File: config.mk
export PLATFORM = sky130hd
export DESIGN_NAME = lzc_pack
export DESIGN_NICKNAME = d
export VERILOG_FILES = /design/src/design/lzc_pkg.sv /design/src/design/lzc_pack.sv
export SDC_FILE = /design/constraint.sdc
export NUM_CORES = 1
export LEC_CHECK = 0
export BUFFER_PORTS_ARGS = -buffer_cell sky130_fd_sc_hd__buf_2
export CORE_MARGIN = 10
export CORE_UTILIZATION = 41
export DETAILED_ROUTE_END_ITERATION = 10
export SLEW_MARGIN = 20
export SYNTH_ARGS = -nofsm -noshare
export SYNTH_HDL_FRONTEND = slang
export SYNTH_SLANG_ARGS = --single-unit
File: constraint.sdc
create_clock -name clk -period 5.4 [get_ports clk]
set_clock_uncertainty 0.15 [all_clocks]
set_input_delay 1.62 -clock clk [delete_from_list [all_inputs] [get_ports clk]]
set_output_delay 1.62 -clock clk [all_outputs]
set_load 0.01 [all_outputs]
File: src/design/lzc_pkg.sv
// Shared types and constants of the LZ77 image line compressor.
package lzc_pkg;

  localparam int MIN_MATCH = 3;
  localparam logic [7:0] LIT_BIAS = 8'd127;

  typedef enum logic [4:0] {
    S_IDLE, S_CLR, S_WRITE, S_PROC, S_TOK, S_INSCHK,
    S_HS0, S_HS1, S_HS2, S_HS3,
    S_INS_CLR, S_INS_HEAD, S_INS_LINK, S_INS_FIN,
    S_TOK_HEAD, S_TOK_N, S_WALK, S_CMP0, S_CMP,
    S_DECIDE, S_LIT_WR, S_MATCH0, S_MATCH1, S_ADV,
    S_FL_CHK, S_FL_HDR, S_FL_BYTE, S_END, S_END2, S_POST
  } lzc_state_t;

  typedef enum logic [1:0] {FR_LIT, FR_MATCH, FR_END} lzc_fret_t;

  typedef struct packed {
    logic       emit;
    logic [7:0] data;
    logic       close;
  } lzc_pk_ctl_t;

  typedef struct packed {
    logic emit_ok;
    logic close_ok;
    logic empty;
  } lzc_pk_sts_t;

endpackage

File: src/design/lzc_pack.sv
// Byte packer that groups coded bytes four to a result and holds the output register.
module lzc_pack (
  input  logic                 clk,
  input  logic                 rst,
  input  lzc_pkg::lzc_pk_ctl_t ctl,
  output lzc_pkg::lzc_pk_sts_t sts,
  output logic                 out_valid,
  input  logic                 out_ready,
  output logic [7:0]           out_byte_0,
  output logic [7:0]           out_byte_1,
  output logic [7:0]           out_byte_2,
  output logic [7:0]           out_byte_3,
  output logic [2:0]           byte_count,
  output logic                 line_finished
);
  import lzc_pkg::*;

  logic [7:0] pack [4];
  logic [2:0] pack_n;
  logic       out_free;
  logic       full;
  logic       load;
  logic       load_last;

  assign out_free     = !out_valid || out_ready;
  assign full         = (pack_n == 3'd4);
  assign sts.emit_ok  = !full || out_free;
  assign sts.close_ok = out_free;
  assign sts.empty    = (pack_n == 3'd0);
  assign load_last    = ctl.close && out_free;
  assign load         = (ctl.emit && full && out_free) || load_last;

  always_ff @(posedge clk) begin
    if (rst) begin
      out_valid <= 1'b0;
      pack_n    <= 3'd0;
    end else begin
      if (load) begin
        out_valid <= 1'b1;
      end else if (out_ready) begin
        out_valid <= 1'b0;
      end
      if (ctl.emit && sts.emit_ok) begin
        pack_n <= full ? 3'd1 : pack_n + 3'd1;
      end else if (load_last) begin
        pack_n <= 3'd0;
      end
    end
  end

  always_ff @(posedge clk) begin
    if (ctl.emit && sts.emit_ok) begin
      if (full) begin
        pack[0] <= ctl.data;
      end else begin
        pack[pack_n[1:0]] <= ctl.data;
      end
    end
    if (load) begin
      out_byte_0    <= (pack_n > 3'd0) ? pack[0] : 8'd0;
      out_byte_1    <= (pack_n > 3'd1) ? pack[1] : 8'd0;
      out_byte_2    <= (pack_n > 3'd2) ? pack[2] : 8'd0;
      out_byte_3    <= (pack_n > 3'd3) ? pack[3] : 8'd0;
      byte_count    <= pack_n;
      line_finished <= load_last;
    end
  end

endmodule

### After elaboration in Yosys (flattened, before gate mapping)

Memories as Yosys holds them, arrays and structs flattened. A register that Yosys moved wholly into a read port is not among the register bits.
Index checks and enable logic that the tools add are counted.

| word-level totals | value |
|---|---|
| memories kept | 1 |
| memory bits (read-only) | 0 |
| latch bits | 0 |
| output and inout bits | 40 |
| word-level logic and storage cells | 42 |
| bits in writable memories | 32 |
| register bits | 8 |

Memory list:

| name | depth | width | read ports | clocked after Yosys merged registers in | wr ports | line | source |
|---|---|---|---|---|---|---|---|
| pack | 4 | 8 | 4 | 4 | 1 | lzc_pack.sv:18 | `logic [7:0] pack [4];` |

| cells by class | value |
|---|---|
| shifts and indexed selects | 0 |
| magnitude comparators | 4 |
| mux-type cells | 14 |
| bitwise operators | 0 |
| div/mod/pow operators | 0 |
| multipliers | 0 |
| $add $sub $neg | 1 |
| equal/unequal tests | 1 |
| reduce and logical (&&, ||, !) cells | 17 |

Operators with widths:

| cell | count |
|---|---|
| $mux W1 | 9 |
| $mux W3 | 3 |
| $mux W8 | 1 |
| $reduce_or A8 Y1 | 1 |
| $gt A3 B1 Y1 const B | 2 |
| $gt A3 B2 Y1 const B | 2 |
| $logic_not A1 Y1 | 6 |
| $logic_and A1 B1 Y1 | 4 |
| $reduce_bool A2 Y1 | 2 |
| $add A3 B1 Y3 const B | 1 |
| $eq A3 B3 Y1 const B | 1 |
| $logic_not A3 Y1 | 1 |
| $logic_or A1 B1 Y1 | 3 |
| $mux W2 | 1 |

### Longest topological paths before layout

Gate-level depths: netlist (run 1).

| logic depth | value |
|---|---|
| depth after elaboration | 8 |
| gate-level depth with buffers | 5 |

### Worst setup path after synthesis (run 1)

Ideal clock, no wire load.

| timing | value |
|---|---|
| path kind | input to register |
| start point | input ctl[9] (netlist bit) |
| end point | register byte_count[0], enable pin |
| stages | 3 |
| required time | 4.821 ns |
| buffers on the path | 1 |
| setup slack | 1.386 ns |
| library setup time | 0.429 ns |
| arrival time | 3.435 ns |
| path through | buf_2 > a31oi_1 > nor2_1 |

| between the ends | value |
|---|---|
| cells in the longest elaborated chain, start to end | 3 |

Ends and longest elaborated chain:

| item | line | source |
|---|---|---|
| start: declaration | lzc_pack.sv:5 | `input lzc_pkg::lzc_pk_ctl_t ctl,` |
| $logic_and A1 B1 Y1 (2 in a row) | lzc_pack.sv:31 | `assign load = (ctl.emit && full && out_free) \|\| load_last;` |
| $logic_or A1 B1 Y1 | lzc_pack.sv:31 |  |
| via load | lzc_pack.sv:22 | `logic load;` |
| end signal: assignment | lzc_pack.sv:64 | `byte_count <= pack_n;` |
| end: declaration | lzc_pack.sv:13 | `output logic [2:0] byte_count,` |

The timed path passes the listed nets, and every way through them passes these cells.
A chain may end at the register's enable or synchronous reset.

==> impl_metrics.ini, run 1 <==
[critical_path]
worstPathArrival_ps = 2220
ff2ff_path_depth = 4
worstPathMaxFanout = 6
crit_path_end_kind = output pin
max_stage_delay_ps = 270
cp_common_cell = buf_2
start_kind = input pin
regToRegEndpoint = out_byte_1[4]
path_class = input pin to output pin
reg2reg_slack_ps = 2920
cp_slowest_cell = and2b_1
path_cells = buf_2, and2b_1, inv_2, buf_2
critical_path.startpoint = out_ready
r2r-start = pack_n[1]
worstPathRequired_ps = 3630

[clock_network]
cts_buffers = 9
cts_setup_buffers = 0
cts-root-buf = clkbuf_8
cts_resized = 0
ctsHoldBuffers = 0
clk_pin_slew_ps = 70
cts_num_sinks = 72
cts_tree = yes
cts_max_level = 3
insertion_delay_ps = 340
cts.path.max_buffers = 2

[yosys]
synth-compound-area-share = 0.0286
yosys-top-cells-area = edfxtp_1 78%, and2_1 4.0%, nor2b_1 4.0%
netlist_area_um2 = 2630
ys_seq_area_frac = 0.808
synth_adder_area_share = 0.0238
synth_xor_area_frac = 0
synthCells = 150
syn_avg_cell_area_um2 = 17.5
ys_ff_latch = 72
ys_warn_count = 0
synth_nets = 168
synth_top_family_by_area = simple AND/OR/NAND/NOR gates
synth.distinct_cells = 25
synth.area.mux_share = 0
synth-simple-area-share = 0.127
synth_largest_area_cell = edfxtp_1
synth.top_cell.area_share = 0.777

[power_and_ir_drop]
switchingPower_mw = 0.244
p_comb_frac = 0.069
switching_share = 0.208
power_frac_seq = 0.557
powerDensity_nw_per_um2 = 368
p_clk_frac = 0.375
p_leak_nw = 1.24
p_int_mw = 0.928
irDropWorstVdd_mv = 0.183

[global_route]
grt_start_max_net_pins = 37
grt_pass1_vias = 1409
antenna_found_initial = 0
grt_overflow_total = 0
grt_pass1_wl_um = 7380
grt_usage = 0.0983

[floorplan]
core-area_um2 = 6280
dieArea_um2 = 10000
die_y_um = 100
ios = 53
row_count = 29
start_util = 0.419
die_w_um = 100

[timing]
setup_ws_ps = 1410
tns_ps = 0
max_freq_ghz = 0.250
worst_pin_slew_ps = 1020
slew_viol_final = 0
period_minus_slack_ps = 3990
slew_headroom = 0.316
finalCritPeriodShare = 0.740
hold_viol = 0
rsz0062_at_grt = no
setup_viol = 0

[cells_and_area]
drive_above_1_share = 0.319
nets = 229
area_delta_synth_final_pct = 21.3
stdcell_count = 293
antenna_cells = 0

[drt]
final_antenna_net_count = 0
dr.first_iter.drc_count = 34
dr.pass1.iters = 4
routedWlPerCell_um = 16.0
avgViaCountPerCell = 4.73
dr_total_vias = 1385
wl_um = 4690
drc = 0

[hold_path]
holdPathEnd = out_byte_0[0]
hold_start = pack[0][0]
hold_class = flop to flop
hold_path_depth = 1

[placement]
gp_congestion = 0.717
hpwl_um = 3250
place_inst = 277
port_buffers = 52
place_ws_ps = 1400

[run_status]
status = complete, no violations

[flow_run]
maxCapViolations = 0
## how the worst max path moves through the flow
stage / endpoint / slack [ps] / cells past startpoint
6_report: sts[1] / 1410 / 4
4_1_cts: sts[1] / 1400 / 4
5_1_grt: sts[1] / 1360 / 4
2_1_floorplan: byte_count[0] / 1390 / 3
3_5_place_dp: sts[1] / 1400 / 4
3_3_place_gp: sts[1] / 1420 / 4
## power by group through the flow
stage / registers (mW) / clock network, mW / logic, mW
floorplan: 0.675 / 0 / 0.0333
global placement: 0.665 / 0 / 0.0818
detailed placement: 0.665 / 0 / 0.0831
CTS: 0.653 / 0.448 / 0.0831
global route: 0.655 / 0.470 / 0.0906
finish: 0.653 / 0.439 / 0.0807
## logic make-up (layout without fill, tap and decap cells)
kind of cell | Yosys count | in the layout
adders and majority gates | 5 | 5
DFF | 72 | 72
and+or+nand+nor | 54 | 54
AOI/OAI and AO/OA | 11 | 11
buffers and inverters | 8 | 74
## critical path: cells and delay by family
kind                   cells  cell delay (ps)
AND/OR/NAND/NOR            1              270
buffers and inverters      3              340
## metal layers
metal,share of wire,GRT usage,vias up
met5,0,0,-
met4,0.0085,0.0457,0
met1,0.42,0.104,668
li1,-,-,668
met3,0.067,0.0467,4
met2,0.51,0.163,45
## cell type report
cell class,count,area [µm²]
well taps,77,96.3
clock buffers,11,131
inverters,6,22.5
multi-input cells,70,483
fillers,531,3090
repair buffers,52,260
flip-flops and latches,72,2120
clock inverters,5,71.3
## synthesized netlist by cell type, drive strengths merged
| cell type | instances |
|---|---|
| a21oi | 5 |
| a221o | 1 |
| a31oi | 1 |
| a32o | 1 |
| and2 | 17 |
| and2b | 1 |
| buf | 2 |
| dfxtp | 4 |
| edfxtp | 68 |
| ha | 5 |
| inv | 6 |
| nand2 | 5 |
| nand2b | 1 |
| nand3 | 2 |
| nand3b | 1 |
| nand4b | 2 |
| nor2 | 6 |
| nor2b | 17 |
| nor3 | 2 |
| o21a | 2 |
| o221ai | 1 |
## stage by stage
step	util	total power, mW	cell area [µm²]	hold slack [ps]
after floorplan	-	0.708	2630	347
after global placement	0.475	0.746	2980	354
after detailed placement	0.475	0.748	2980	352
after CTS	0.507	1.18	3180	371
after global routing	0.508	1.22	3190	386
final	0.508	1.17	3190	373
## sequential cells by signal (all words and copies together), names as in the netlist
signal and cells:
byte_count 3, out_valid 1, out_byte_3 8, pack 32, out_byte_0 8, line_finished 1, out_byte_2 8, pack_n 3
out_byte_1 8
## layout by cell type (no fill, tap or decap)
| cell | n |
|---|---|
| nand2b_1 | 1 |
| dfxtp_1 | 4 |
| buf_2 | 52 |
| and2b_1 | 1 |
| nor3_2 | 2 |
| a21oi_1 | 5 |
| inv_2 | 2 |
| o21a_1 | 2 |
| bufinv_16 | 2 |
| nand3b_1 | 1 |
| nor2_4 | 1 |
| a221o_1 | 1 |
| a31oi_1 | 1 |
| clkbuf_8 | 9 |
| clkinv_1 | 3 |
| nand4b_4 | 1 |
| and2_1 | 17 |
| nand2_1 | 5 |
| edfxtp_1 | 68 |
| nor2_1 | 5 |
| inv_1 | 4 |
| nand4b_1 | 1 |
| o221ai_1 | 1 |
| nor2b_1 | 17 |
| ha_1 | 5 |
| a32o_1 | 1 |
| nand3_1 | 2 |
| clkbuf_1 | 2 |
Note: power is estimated with default switching activity, not from simulation.
==> run 2, diff against run 1 <==
==> constraint.sdc (replaced) <==
create_clock -name clk -period 4.2 [get_ports clk]
set_clock_uncertainty 0.15 [all_clocks]
set_input_delay 1.26 -clock clk [delete_from_list [all_inputs] [get_ports clk]]
set_output_delay 1.26 -clock clk [all_outputs]
set_load 0.01 [all_outputs]
==> run 2 against run 1 <==
Compared with the run above: largest power group unchanged; highest routed layer unchanged; register-to-register slack got worse by 1200 ps; sequential share of layout area rose by 0.45 points; hold slack worse by 4.4 ps.
==> impl_metrics.ini, run 2 (synthesis results as in run 1) <==
[critical_path]
ff2ff_path_depth = 4
crit_path_end_kind = output pin
regToRegEndpoint = out_byte_3[4]
r2r-start = pack_n[1]
worstPathArrival_ps = 1870
worstPathRequired_ps = 2790
path_class = input pin to output pin
reg2reg_slack_ps = 1750
start_kind = input pin
worstPathMaxFanout = 6

[clock_network]
cts_num_sinks = 72
cts_max_level = 3
insertion_delay_ps = 330
cts_setup_buffers = 0
cts_tree = yes
cts-root-buf = clkbuf_8
cts_resized = 0
clk_pin_slew_ps = 70
cts.path.max_buffers = 2
cts_buffers = 9
ctsHoldBuffers = 0

[flow_run]
maxCapViolations = 0

[floorplan]
die_w_um = 100
start_util = 0.419
core-area_um2 = 6280
ios = 53
row_count = 29
die_y_um = 100
dieArea_um2 = 10000

[global_route]
grt_pass1_wl_um = 7400
grt_usage = 0.0986
grt_start_max_net_pins = 37
grt_pass1_vias = 1404
grt_overflow_total = 0
antenna_found_initial = 0

[drt]
dr_total_vias = 1360
routedWlPerCell_um = 16.0
dr.first_iter.drc_count = 30
drc = 0
wl_um = 4700
dr.pass1.iters = 4
avgViaCountPerCell = 4.63
final_antenna_net_count = 0

[hold_path]
hold_path_depth = 1
holdPathEnd = out_byte_0[3]
hold_class = flop to flop
hold_start = pack[0][3]

[timing]
slew_headroom = 0.324
finalCritPeriodShare = 0.780
period_minus_slack_ps = 3280
rsz0062_at_grt = no
worst_pin_slew_ps = 1010
max_freq_ghz = 0.305
hold_viol = 0
setup_viol = 0
slew_viol_final = 0
tns_ps = 0

[cells_and_area]
area_delta_synth_final_pct = 20.5
antenna_cells = 0
nets = 230
final_cell_mix = 68 x edfxtp_1, 52 x buf_2, 17 x and2_1, 17 x nor2b_1, 9 x clkbuf_8
final_area_um2 = 3170
largest_register = pack
mostFrequentLayoutCell = edfxtp_1
largest_register_ffs = 32
drive_above_1_share = 0.323
nFillCells = 538

[power_and_ir_drop]
p_leak_nw = 1.24
total_power_mw = 1.44
powerDensity_nw_per_um2 = 455
irDropWorstVdd_mv = 0.274

[placement]
gp_congestion = 0.718
dpl-instance-area_um2 = 2990
hpwl_um = 3290
port_buffers = 52

[run_status]
status = complete, no violations
-- run 2: per-stage QoR --
step | utilization | hold WS, ps | instances | setup slack [ps]
final | 0.504 | 368 | 294 | 923
after CTS | 0.504 | 370 | 294 | 922
after global placement | 0.476 | 352 | 278 | 935
after global routing | 0.504 | 393 | 294 | 885
after floorplan | - | 347 | 150 | 546
after detailed placement | 0.476 | 353 | 278 | 926
-- run 2: metal layers --
layer,GRT usage,up-vias,part of all wire
met3,0.0495,3,0.068
li1,-,672,-
met5,0,-,0
met1,0.105,644,0.41
met4,0.0424,0,0.0049
met2,0.162,41,0.52
-- run 2: how the worst max path moves through the flow --
stage	start	to	slack, ps	depth (start not counted)
CTS	out_ready	sts[1]	920	4
detailed placement	out_ready	sts[1]	930	4
floorplan	ctl[9]	byte_count[0]	550	3
finish	out_ready	sts[1]	920	4
global route	pack_n[0]	sts[0]	880	5
global placement	out_ready	sts[1]	940	4
-- run 2: cell type report --
type                    count  area, µm²  area share
repair buffers             53        268      0.0846
well taps                  77       96.3      0.0304
clock inverters             5       47.5      0.0150
inverters                   6       22.5     0.00711
multi-input cells          70        478       0.151
clock buffers              11        131      0.0415
flip-flops and latches     72       2120       0.670
-- run 2: worst max-delay path: stages --
cell	delay, ps
buf_2	100
and2b_1	270
inv_2	90
buf_2	150
-- run 2: power by group --
group	total [mW]	switching (mW)	internal (mW)
registers	0.839	0.0112	0.828
logic	0.103	0.0669	0.0366
clock network	0.499	0.230	0.269
total	1.44	0.309	1.13
