--- src/design/lzc_ram.sv ---
// Generic single-write, single-read RAM with registered read data.
module lzc_ram #(
  parameter int WIDTH = 8,
  parameter int DEPTH = 16
) (
  input  logic                                  clk,
  input  logic                                  we,
  input  logic [(DEPTH > 1 ? $clog2(DEPTH) : 1)-1:0] waddr,
  input  logic [WIDTH-1:0]                      wdata,
  input  logic [(DEPTH > 1 ? $clog2(DEPTH) : 1)-1:0] raddr,
  output logic [WIDTH-1:0]                      rdata
);

  logic [WIDTH-1:0] mem [DEPTH];

  always_ff @(posedge clk) begin
    if (we) begin
      mem[waddr] <= wdata;
    end
    rdata <= mem[raddr];
  end

endmodule

--- config.mk ---
export PLATFORM = sky130hd
export DESIGN_NAME = lzc_ram
export DESIGN_NICKNAME = d
export VERILOG_FILES = /design/src/design/lzc_ram.sv
export SDC_FILE = /design/constraint.sdc
export NUM_CORES = 1
export LEC_CHECK = 0
export BUFFER_PORTS_ARGS = -buffer_cell sky130_fd_sc_hd__buf_2
export CAP_MARGIN = 20
export CORE_UTILIZATION = 25
export DETAILED_ROUTE_END_ITERATION = 10
export SLEW_MARGIN = 10
export SYNTH_ARGS = -nofsm -noshare
export SYNTH_HDL_FRONTEND = slang
export SYNTH_SLANG_ARGS = --single-unit
export TNS_END_PERCENT = 50
--- constraint.sdc ---
create_clock -name clk -period 5.3 [get_ports clk]
set_clock_uncertainty 0.15 [all_clocks]
set_input_delay 1.06 -clock clk [delete_from_list [all_inputs] [get_ports clk]]
set_output_delay 1.06 -clock clk [all_outputs]
set_load 0.005 [all_outputs]
* After elaboration in Yosys (flattened, before gate mapping)
Memory sizes are Yosys's and may differ from the RTL's. A register that Yosys moved wholly into a read port is not among the register bits.
Index checks and enable logic that the tools add are counted.
** Word-level totals
- Memories :: 1
- Bits in registers :: 0
- Bits in writable memories :: 128
- Input port bits :: 18
- Logic and storage cells :: 3
** Memories
- mem :: depth 16, width 8, rd ports 1, clocked after Yosys merged registers in 1, wr ports 1, RTL line 14 : logic [WIDTH-1:0] mem [DEPTH];
** Operators by class
- Multiplexer cells :: 2
** Operators by type and width (count)
- $mux 1 :: 2

* Depth between registers and ports, before layout
Gate-level depths: netlist (run 1).
- Depth after elaboration :: 2
- Mapped depth :: 5

* Worst setup path after synthesis (run 1)
No wires, ideal clock.
- Path type :: input -> register
- From :: input waddr[2] (netlist name)
- To :: memory mem[0][0] (enable)
- Stages on the path :: 2
- Path slack :: 2597 ps
- Data required time :: 4767 ps
- Data arrival time :: 2170 ps
- Setup time :: 383 ps
- Buffers on the path :: 0
- Path through :: or3b_2 nor3_1
** RTL lines
- start: declaration :: RTL line 8 : input logic [(DEPTH > 1 ? $clog2(DEPTH) : 1)-1:0] waddr,
- end: declaration :: RTL line 14
Straight into the memory's write port.

* Worst setup path after layout (run 1)
- From :: input waddr[2] (netlist name)
- To :: memory mem[0][1] (enable)
Straight into the memory's write port.

==> impl_metrics.json, run 1 <==
{
  "r2r_setup_slack_ps": 3800,
  "rsz0062_at_grt": "no",
  "finalSetupViolCount": 0,
  "wl_met2_mm": 4.88,
  "hp-class": "flip-flop to flip-flop",
  "pin_count": 26,
  "slew-limit-headroom_pct": 36.4,
  "cpPeakStageDelay_ps": 510,
  "worstHoldEndpoint": "rdata[3]",
  "hold_depth": 3,
  "yosys.area.top_type_share_pct": 74.7,
  "cp_top_family": "simple AND/OR/NAND/NOR gates",
  "worstPathMaxFanout": 5,
  "numCtsBuffers": 17,
  "ys_ff_latch": 136,
  "cts-root-buf": "clkbuf_16",
  "hold_buffers": 0,
  "max_slew.worst_pin.slew_ps": 951,
  "fin_crit_sh_pct": 47.1,
  "diodes": 0,
  "cts.sinks": 136,
  "num_rows": 52,
  "ir_worst_vdd_mv": 0.212,
  "critPathKind": "input pin to flip-flop",
  "drive_above_1_share_pct": 26.2,
  "gp_congestion": 0.702,
  "status": "finished, final reports clean",
  "synth.largest_area_cell": "edfxtp_1",
  "cts_tree": "yes",
  "post_cts_buffers": 0,
  "startpoint_type": "input pin",
  "wl_met1_mm": 4.82,
  "cts-resized-gates": 0,
  "num_vias": 2365,
  "netlist_area_um2": 5150,
  "syn-num-nets": 247,
  "dpl_cell_area_um2": 5550,
  "dieArea_um2": 21200,
  "grt_overflow": 0,
  "finalCriticalPeriod_ps": 2500,
  "wl_per_cell_um": 18.4,
  "area_growth_pct": 19.7,
  "ys_types": 19,
  "reg2reg_from": "mem[1][0]",
  "r2r_cells": 3,
  "htree_levels": 4,
  "io_buffers": 25,
  "ys_seq_area_share_pct": 77.8,
  "first_pass_iters": 5,
  "die_h_um": 145,
  "drv_cap": 0,
  "top_layer": "met4",
  "p_leak_nw": 2.01,
  "grt_pass1_vias": 2516,
  "avgSynthCellArea_um2": 22.5,
  "r2r_end": "rdata[0]",
  "core_um2": 20200,
  "holdCritStartpoint": "mem[11][3]",
  "drv_slew": 0,
  "crit_chain": "buf_2 > or3b_2 > nor3_1 > buf_4",
  "clockBufferDepth": 2,
  "finalNetCount": 285,
  "clk_pin_slew_worst_paths_ps": 50,
  "drtIter0Drc": 170,
  "worstPathArrival_ps": 2460,
  "hpwlAfterDp_mm": 6.37,
  "viasPerCell": 4.31,
  "hold_slack_ps": 535,
  "setup-tns-final_ps": 0,
  "hold_violations": 0,
  "antenna_found_initial": 0,
  "dieWidth_um": 145,
  "synth_warnings": 0,
  "endpoint_kind": "flip-flop",
  "met3_length_um": 343,
  "grt_max_degree": 33,
  "initial_core_util_pct": 25.4,
  "fin_area_um2": 6160,
  "grt_use_total_pct": 10.2,
  "max_freq_ghz": 0.401,
  "drc": 0,
  "critPathRequiredTime_ps": 5270,
  "critPathBufInv": 2,
  "syn_inst": 229,
  "clock_latency_ps": 410,
  "ant_nets": 0,
  "crit_slowest_cell": "or3b_2",
  "power.density_nw_per_um2": 405,
  "grt_pass1_wl_mm": 15.4,
  "synth.area.top_cells": "edfxtp_1 75%, mux4_2 7.9%, mux4_1 7.1%",
  "wl_mm": 10.1
}
==> worst register-to-register path: stages, from the launching register on <==
cell and delay, ps:
edfxtp_1 380, mux4_1 520, a22oi_1 230, nand2_1 80
==> flip-flops by register name, indices dropped and copies added (netlist names) <==
register and count:
rdata 8, mem 128
==> power breakdown <==
part | leakage [nW] | switching, W | internal, W | total (W)
registers | 1.22 | 0.00000902 | 0.00120 | 0.00121
clock network | 0.285 | 0.000402 | 0.000771 | 0.00117
logic | 0.497 | 0.0000623 | 0.0000447 | 0.000107
==> per-stage QoR <==
stage	instances	power (W)	util, %	worst slack [ps]
finish	549	0.00249	30.4	2800
global route	549	0.00257	30.4	2710
CTS	548	0.00251	30.3	2480
detailed placement	517	0.00134	27.4	2060
global placement	516	0.00134	27.4	2050
floorplan	229	0.00129	-	2600
==> cell usage in the layout (no fill, tap or decap), types with 2 or more instances in the layout <==
cell type / instances
mux4_2: 18
edfxtp_1: 128
nor3_1: 3
nor2_1: 13
nand2_1: 9
clkinv_2: 2
buf_2: 25
buf_4: 3
dfxtp_1: 8
mux4_1: 14
nand3b_1: 2
nand2b_1: 2
a22oi_1: 16
bufinv_16: 4
clkbuf_16: 17
clkinv_1: 6
==> routing by layer <==
layer  vias up  global-route usage [%]
met1      1256                    13.8
met3         6                    2.82
met2        55                    15.7
met4         0                    3.95
met5         -                       0
li1       1048                       -
==> how the worst max path moves through the flow <==
stage,start,to,cells past startpoint
2_1_floorplan,waddr[2],mem[0][0],2
3_3_place_gp,raddr[0],rdata[2],4
3_5_place_dp,raddr[0],rdata[2],4
4_1_cts,raddr[0],rdata[2],4
5_1_grt,raddr[0],rdata[5],5
6_report,waddr[2],mem[0][1],4
==> synthesized netlist by cell type <==
cell and number:
nand3_1 1, nor2_1 13, and2_1 1, buf_2 3, nor3_1 4, nand2b_1 2, a22oi_1 16, buf_4 1
nor2b_1 1, mux4_1 14, buf_6 3, nand2_1 9, nand3b_1 2, and2b_1 1, dfxtp_1 8, mux4_2 18
clkdlybuf4s25_2 3, or3b_2 1, edfxtp_1 128
==> area by class of cell <==
type,instances,area (µm²)
fillers,1936,14100
flip-flops and latches,136,4000
clock buffers,18,429
repair buffers,29,168
well taps,270,338
multi-input cells,83,1060
clock inverters,13,160
==> logic make-up (layout without fill, tap and decap cells) <==
| family | Yosys count | count (layout) | share of synthesized area [%] |
|---|---|---|---|
| flip-flops | 136 | 136 | 77.8 |
| AND/OR/NAND/NOR | 35 | 35 | 3.18 |
| multiplexers | 32 | 32 | 15.0 |
| AO/OA/AOI/OAI | 16 | 16 | 2.33 |
| buffers and inverters | 10 | 60 | 1.68 |
Note: power is estimated with default switching activity, not from simulation.
==> run 2, diff against run 1 <==
clock period = 2.3 ns   (was 5.3 ns; I/O delays follow)
==> run 2 against run 1 <==
Net effect: critical path depth up 1; via count up 3.6%; global-route usage up 0.12 points; final area up 3.0%; flip-flop and latch count unchanged; first-iteration DRC count up 31%; worst hold slack worse by 260 ps; routed wire length up 0.34%; largest cell class unchanged; non-clock buffer count up 17; register-to-register slack worse by 3000 ps; sequential power up 130%; largest power group is now the clock network; critical path type unchanged; combinational power up 140%.
==> impl_metrics.json, run 2 (synthesized netlist as in run 1, its figures left out) <==
{
  "ir_worst_vdd_mv": 0.572,
  "grt_pass1_wl_mm": 15.4,
  "setup-tns-final_ps": 0,
  "top_regs": "mem x128, rdata x8",
  "finalPower_w": 0.00587,
  "cts-root-buf": "clkbuf_16",
  "drc": 0,
  "hpwlAfterDp_mm": 6.67,
  "finalNetCount": 302,
  "die_h_um": 145,
  "layout_commonest_cell": "edfxtp_1",
  "rsz0062_at_grt": "no",
  "finalSetupViolCount": 0,
  "antenna_found_initial": 1,
  "ant_nets": 0,
  "max_slew.worst_pin.slew_ps": 453,
  "final_core_util_pct": 31.4,
  "pin_count": 26,
  "critPathRequiredTime_ps": 2440,
  "wl_per_cell_um": 17.9,
  "power.density_nw_per_um2": 925,
  "grt_pass1_vias": 2586,
  "dieArea_um2": 21200,
  "area_growth_pct": 23.3,
  "viasPerCell": 4.32,
  "htree_levels": 4,
  "io_buffers": 25,
  "drv_cap": 0,
  "n_fill_cell": 1921,
  "core_um2": 20200,
  "worstPathArrival_ps": 1730,
  "drv_slew": 0,
  "largest_reg_flops": 128,
  "cts-resized-gates": 0,
  "r2r_setup_slack_ps": 770,
  "grt_use_total_pct": 10.4,
  "gp_congestion": 0.684,
  "hold_buffers": 0,
  "drtIter0Drc": 222,
  "top_register": "mem",
  "diodes": 0,
  "max_freq_ghz": 0.626,
  "slew-limit-headroom_pct": 69.8,
  "hold_violations": 0,
  "wl_mm": 10.1,
  "cts_tree": "yes",
  "drive_above_1_share_pct": 32.7,
  "grt_overflow": 0,
  "status": "finished, final reports clean",
  "num_vias": 2451,
  "endpoint_kind": "flip-flop",
  "initial_core_util_pct": 25.4,
  "first_pass_iters": 4,
  "startpoint_type": "input pin",
  "clk_pin_slew_worst_paths_ps": 60,
  "dieWidth_um": 145,
  "clock_latency_ps": 420,
  "worstPathMaxFanout": 14,
  "numCtsBuffers": 17,
  "finalCriticalPeriod_ps": 1600,
  "fin_crit_sh_pct": 69.5,
  "layout_common_cells": "128 x edfxtp_1, 25 x buf_2, 18 x mux4_2, 18 x buf_4, 17 x clkbuf_16",
  "clockBufferDepth": 2,
  "p_leak_nw": 2.11,
  "cts.sinks": 136,
  "grt_max_degree": 33,
  "critPathKind": "input pin to flip-flop",
  "hp-class": "input pin to flip-flop",
  "num_rows": 52,
  "post_cts_buffers": 0
}
-- run 2: changes by cell type in the layout (fill, tap and decap cells not counted), moves of 2 or more --
| cell | delta |
|---|---|
| clkinv_4 | +3 |
| buf_4 | +15 |
| clkinv_1 | -6 |
| buf_12 | +2 |
| clkinvlp_4 | +4 |
-- run 2: final timing paths --
check,startpoint,to,depth (start not counted)
hold / removal,wdata[4],mem[7][4],1
setup reg to reg,mem[9][2],rdata[2],3
setup / recovery,raddr[0],rdata[2],5
hold reg to reg,mem[15][5],rdata[5],3
-- run 2: through the flow --
stage	hold slack [ps]	std cells	area [µm²]	setup WS [ps]
final	271	567	6350	702
after global routing	260	567	6350	678
after CTS	248	567	6350	700
after detailed placement	518	535	5720	271
after global placement	497	535	5720	281
after floorplan	409	229	5150	197
-- run 2: worst max-delay path: stages --
cell and delay (ps):
buf_2 140, buf_12 180, mux4_1 580, a22oi_1 250
nand2_1 110
-- run 2: layout make-up --
class	count	area, µm²	share of cell area, %
clock buffers	17	425	6.70
well taps	270	338	5.32
repair buffers	46	320	5.05
flip-flops and latches	136	4000	63.1
multi-input cells	83	1060	16.7
clock inverters	15	203	3.19
-- run 2: power breakdown --
| part | switching [W] | internal [W] |
|---|---|---|
| combinational | 0.000142 | 0.000116 |
| sequential | 0.0000202 | 0.00277 |
| clock | 0.00101 | 0.00181 |
-- run 2: routing by layer --
layer / global-route usage [%] / part of all wire (%) / up-vias
met3: 3.20 / 4.6 / 16
met4: 5.21 / 1.5 / 2
met2: 15.8 / 48 / 57
met1: 13.3 / 45 / 1293
met5: 0 / 0.17 / -
li1: - / - / 1083
==> run 3, diff against run 2 <==
clock period = 1.6 ns   (was 2.3 ns; I/O delays follow)
==> run 3 against run 2 <==
Net effect: die area is the same; count of clock-buffer cells in the layout grew 2; routed wire length grew 2.8%; critical path type is now flip-flop to flip-flop; largest cell class unchanged.
==> impl_metrics.json, run 3 (synthesized netlist as in run 1, its figures left out) <==
{
  "seqPwrFrac_pct": 49.1,
  "fin_crit_sh_pct": 95.2,
  "critPathKind": "flip-flop to flip-flop",
  "wl_per_cell_um": 18.0,
  "p_leak_nw": 2.18,
  "power_frac_clock_pct": 45.9,
  "max_freq_ghz": 0.656,
  "clk_pin_slew_worst_paths_ps": 60,
  "die_h_um": 145,
  "power.density_nw_per_um2": 1270,
  "top_regs": "mem x128, rdata x8",
  "first_pass_iters": 4,
  "max_slew.worst_pin.slew_ps": 745,
  "area_growth_pct": 25.3,
  "cts.sinks": 136,
  "hold_slack_ps": 139,
  "clock_latency_ps": 420,
  "num_rows": 52,
  "worstPathMaxFanout": 1,
  "layout_common_cells": "128 x edfxtp_1, 30 x buf_4, 25 x buf_2",
  "antenna_found_initial": 0,
  "power_frac_comb_pct": 5.0,
  "hold_violations": 0,
  "reg2reg_from": "mem[1][1]",
  "cts-root-buf": "clkbuf_16",
  "multi_input_area_um2": 1090,
  "wl_mm": 10.4,
  "post_cts_buffers": 0,
  "rsz0062_at_grt": "no",
  "io_buffers": 25,
  "endpoint_kind": "flip-flop",
  "gp_congestion": 0.706,
  "grt_overflow": 0,
  "dieWidth_um": 145,
  "grt_pass1_vias": 2646,
  "core_um2": 20200,
  "finalCriticalPeriod_ps": 1520,
  "n_fill_cell": 1925,
  "finalNetCount": 316,
  "dieArea_um2": 21200,
  "grt_max_degree": 21,
  "grt_use_total_pct": 10.8,
  "crit_path_end": "rdata[1]",
  "htree_levels": 4,
  "grt_pass1_wl_mm": 16.3,
  "setup-tns-final_ps": 0,
  "numCtsBuffers": 17,
  "finalWorstSetupSlack_ps": 76.2,
  "seqCellArea_um2": 4000,
  "dp_slack_ps": -344,
  "ir_worst_vdd_mv": 1.19,
  "crit_start": "mem[1][1]",
  "power_switching_w": 0.00161,
  "drv_cap": 0,
  "pin_count": 26,
  "finalSetupViolCount": 0,
  "initial_core_util_pct": 25.4,
  "viasPerCell": 4.31,
  "drc": 0,
  "p_int_w": 0.00658,
  "diodes": 0,
  "cts_tree": "yes",
  "startpoint_type": "flip-flop",
  "worstPathArrival_ps": 1670,
  "critPathRequiredTime_ps": 1750,
  "clockBufferDepth": 2,
  "hp-class": "input pin to flip-flop",
  "r2r_setup_slack_ps": 80,
  "ant_nets": 0,
  "cts-resized-gates": 0,
  "final_core_util_pct": 31.9,
  "drive_above_1_share_pct": 35.8,
  "largest_reg_flops": 128,
  "drtIter0Drc": 165,
  "r2r_end": "rdata[1]",
  "r2r_cells": 3,
  "hpwlAfterDp_mm": 7.22,
  "slew-limit-headroom_pct": 50.3,
  "p_sw_share_pct": 19.6,
  "drv_slew": 0,
  "hold_buffers": 0,
  "layout_commonest_cell": "edfxtp_1",
  "num_vias": 2498,
  "status": "finished, final reports clean",
  "top_register": "mem"
}
## run 3: cell types whose count changed in the layout (fill, tap and decap cells not counted), sizes merged
cell | previous run | this run
inv | 1 | 0
clkinvlp | 5 | 1
bufinv | 4 | 3
clkinv | 5 | 8
buf | 46 | 60
clkbuf | 17 | 19
## run 3: worst max-delay path: stages (launching register included)
cell and delay (ps):
edfxtp_1 370, mux4_1 530, a22oi_2 260, nand2_1 100
## run 3: per-layer routing
layer / track usage [%] / wire length, µm / part of all wire (%) / vias up
li1: - / - / - / 1114
met1: 13.9 / 4790 / 46 / 1291
met2: 16.9 / 5060 / 48 / 74
met3: 3.45 / 420 / 4.0 / 19
met5: 0 / 0 / 0 / -
met4: 4.42 / 170 / 1.6 / 0
## run 3: area by class of cell
type / instances / area share [%]
Multi-Input combinational cell: 83 / 16.9
Clock buffer: 19 / 6.71
Sequential cell: 136 / 62.1
Clock inverter: 12 / 2.08
Tap cell: 270 / 5.24
Timing Repair Buffer: 60 / 6.99
## run 3: per-stage QoR
stage / instances / cell area, µm² / power [W]
floorplan: 229 / 5170 / 0.00428
global placement: 549 / 5870 / 0.00449
detailed placement: 549 / 5870 / 0.00450
CTS: 580 / 6440 / 0.00826
global route: 580 / 6450 / 0.00843
finish: 580 / 6450 / 0.00819
## run 3: power by group through the flow
stage / clock [W] / combinational (W) / sequential (W)
detailed placement: 0 / 0.000413 / 0.00409
global route: 0.00396 / 0.000451 / 0.00402
floorplan: 0 / 0.000205 / 0.00408
global placement: 0 / 0.000403 / 0.00409
finish: 0.00376 / 0.000412 / 0.00402
CTS: 0.00383 / 0.000414 / 0.00402
## run 3: worst min-delay path by stage
stage               startpoint   endpoint  slack [ps]  cells past startpoint
floorplan             wdata[0]  mem[0][0]         270                      0
global placement    mem[14][2]   rdata[2]         500                      3
detailed placement  mem[14][2]   rdata[2]         510                      3
CTS                   wdata[0]  mem[0][0]         120                      1
global route          wdata[0]  mem[0][0]         140                      1
finish                wdata[5]  mem[9][5]         140                      1
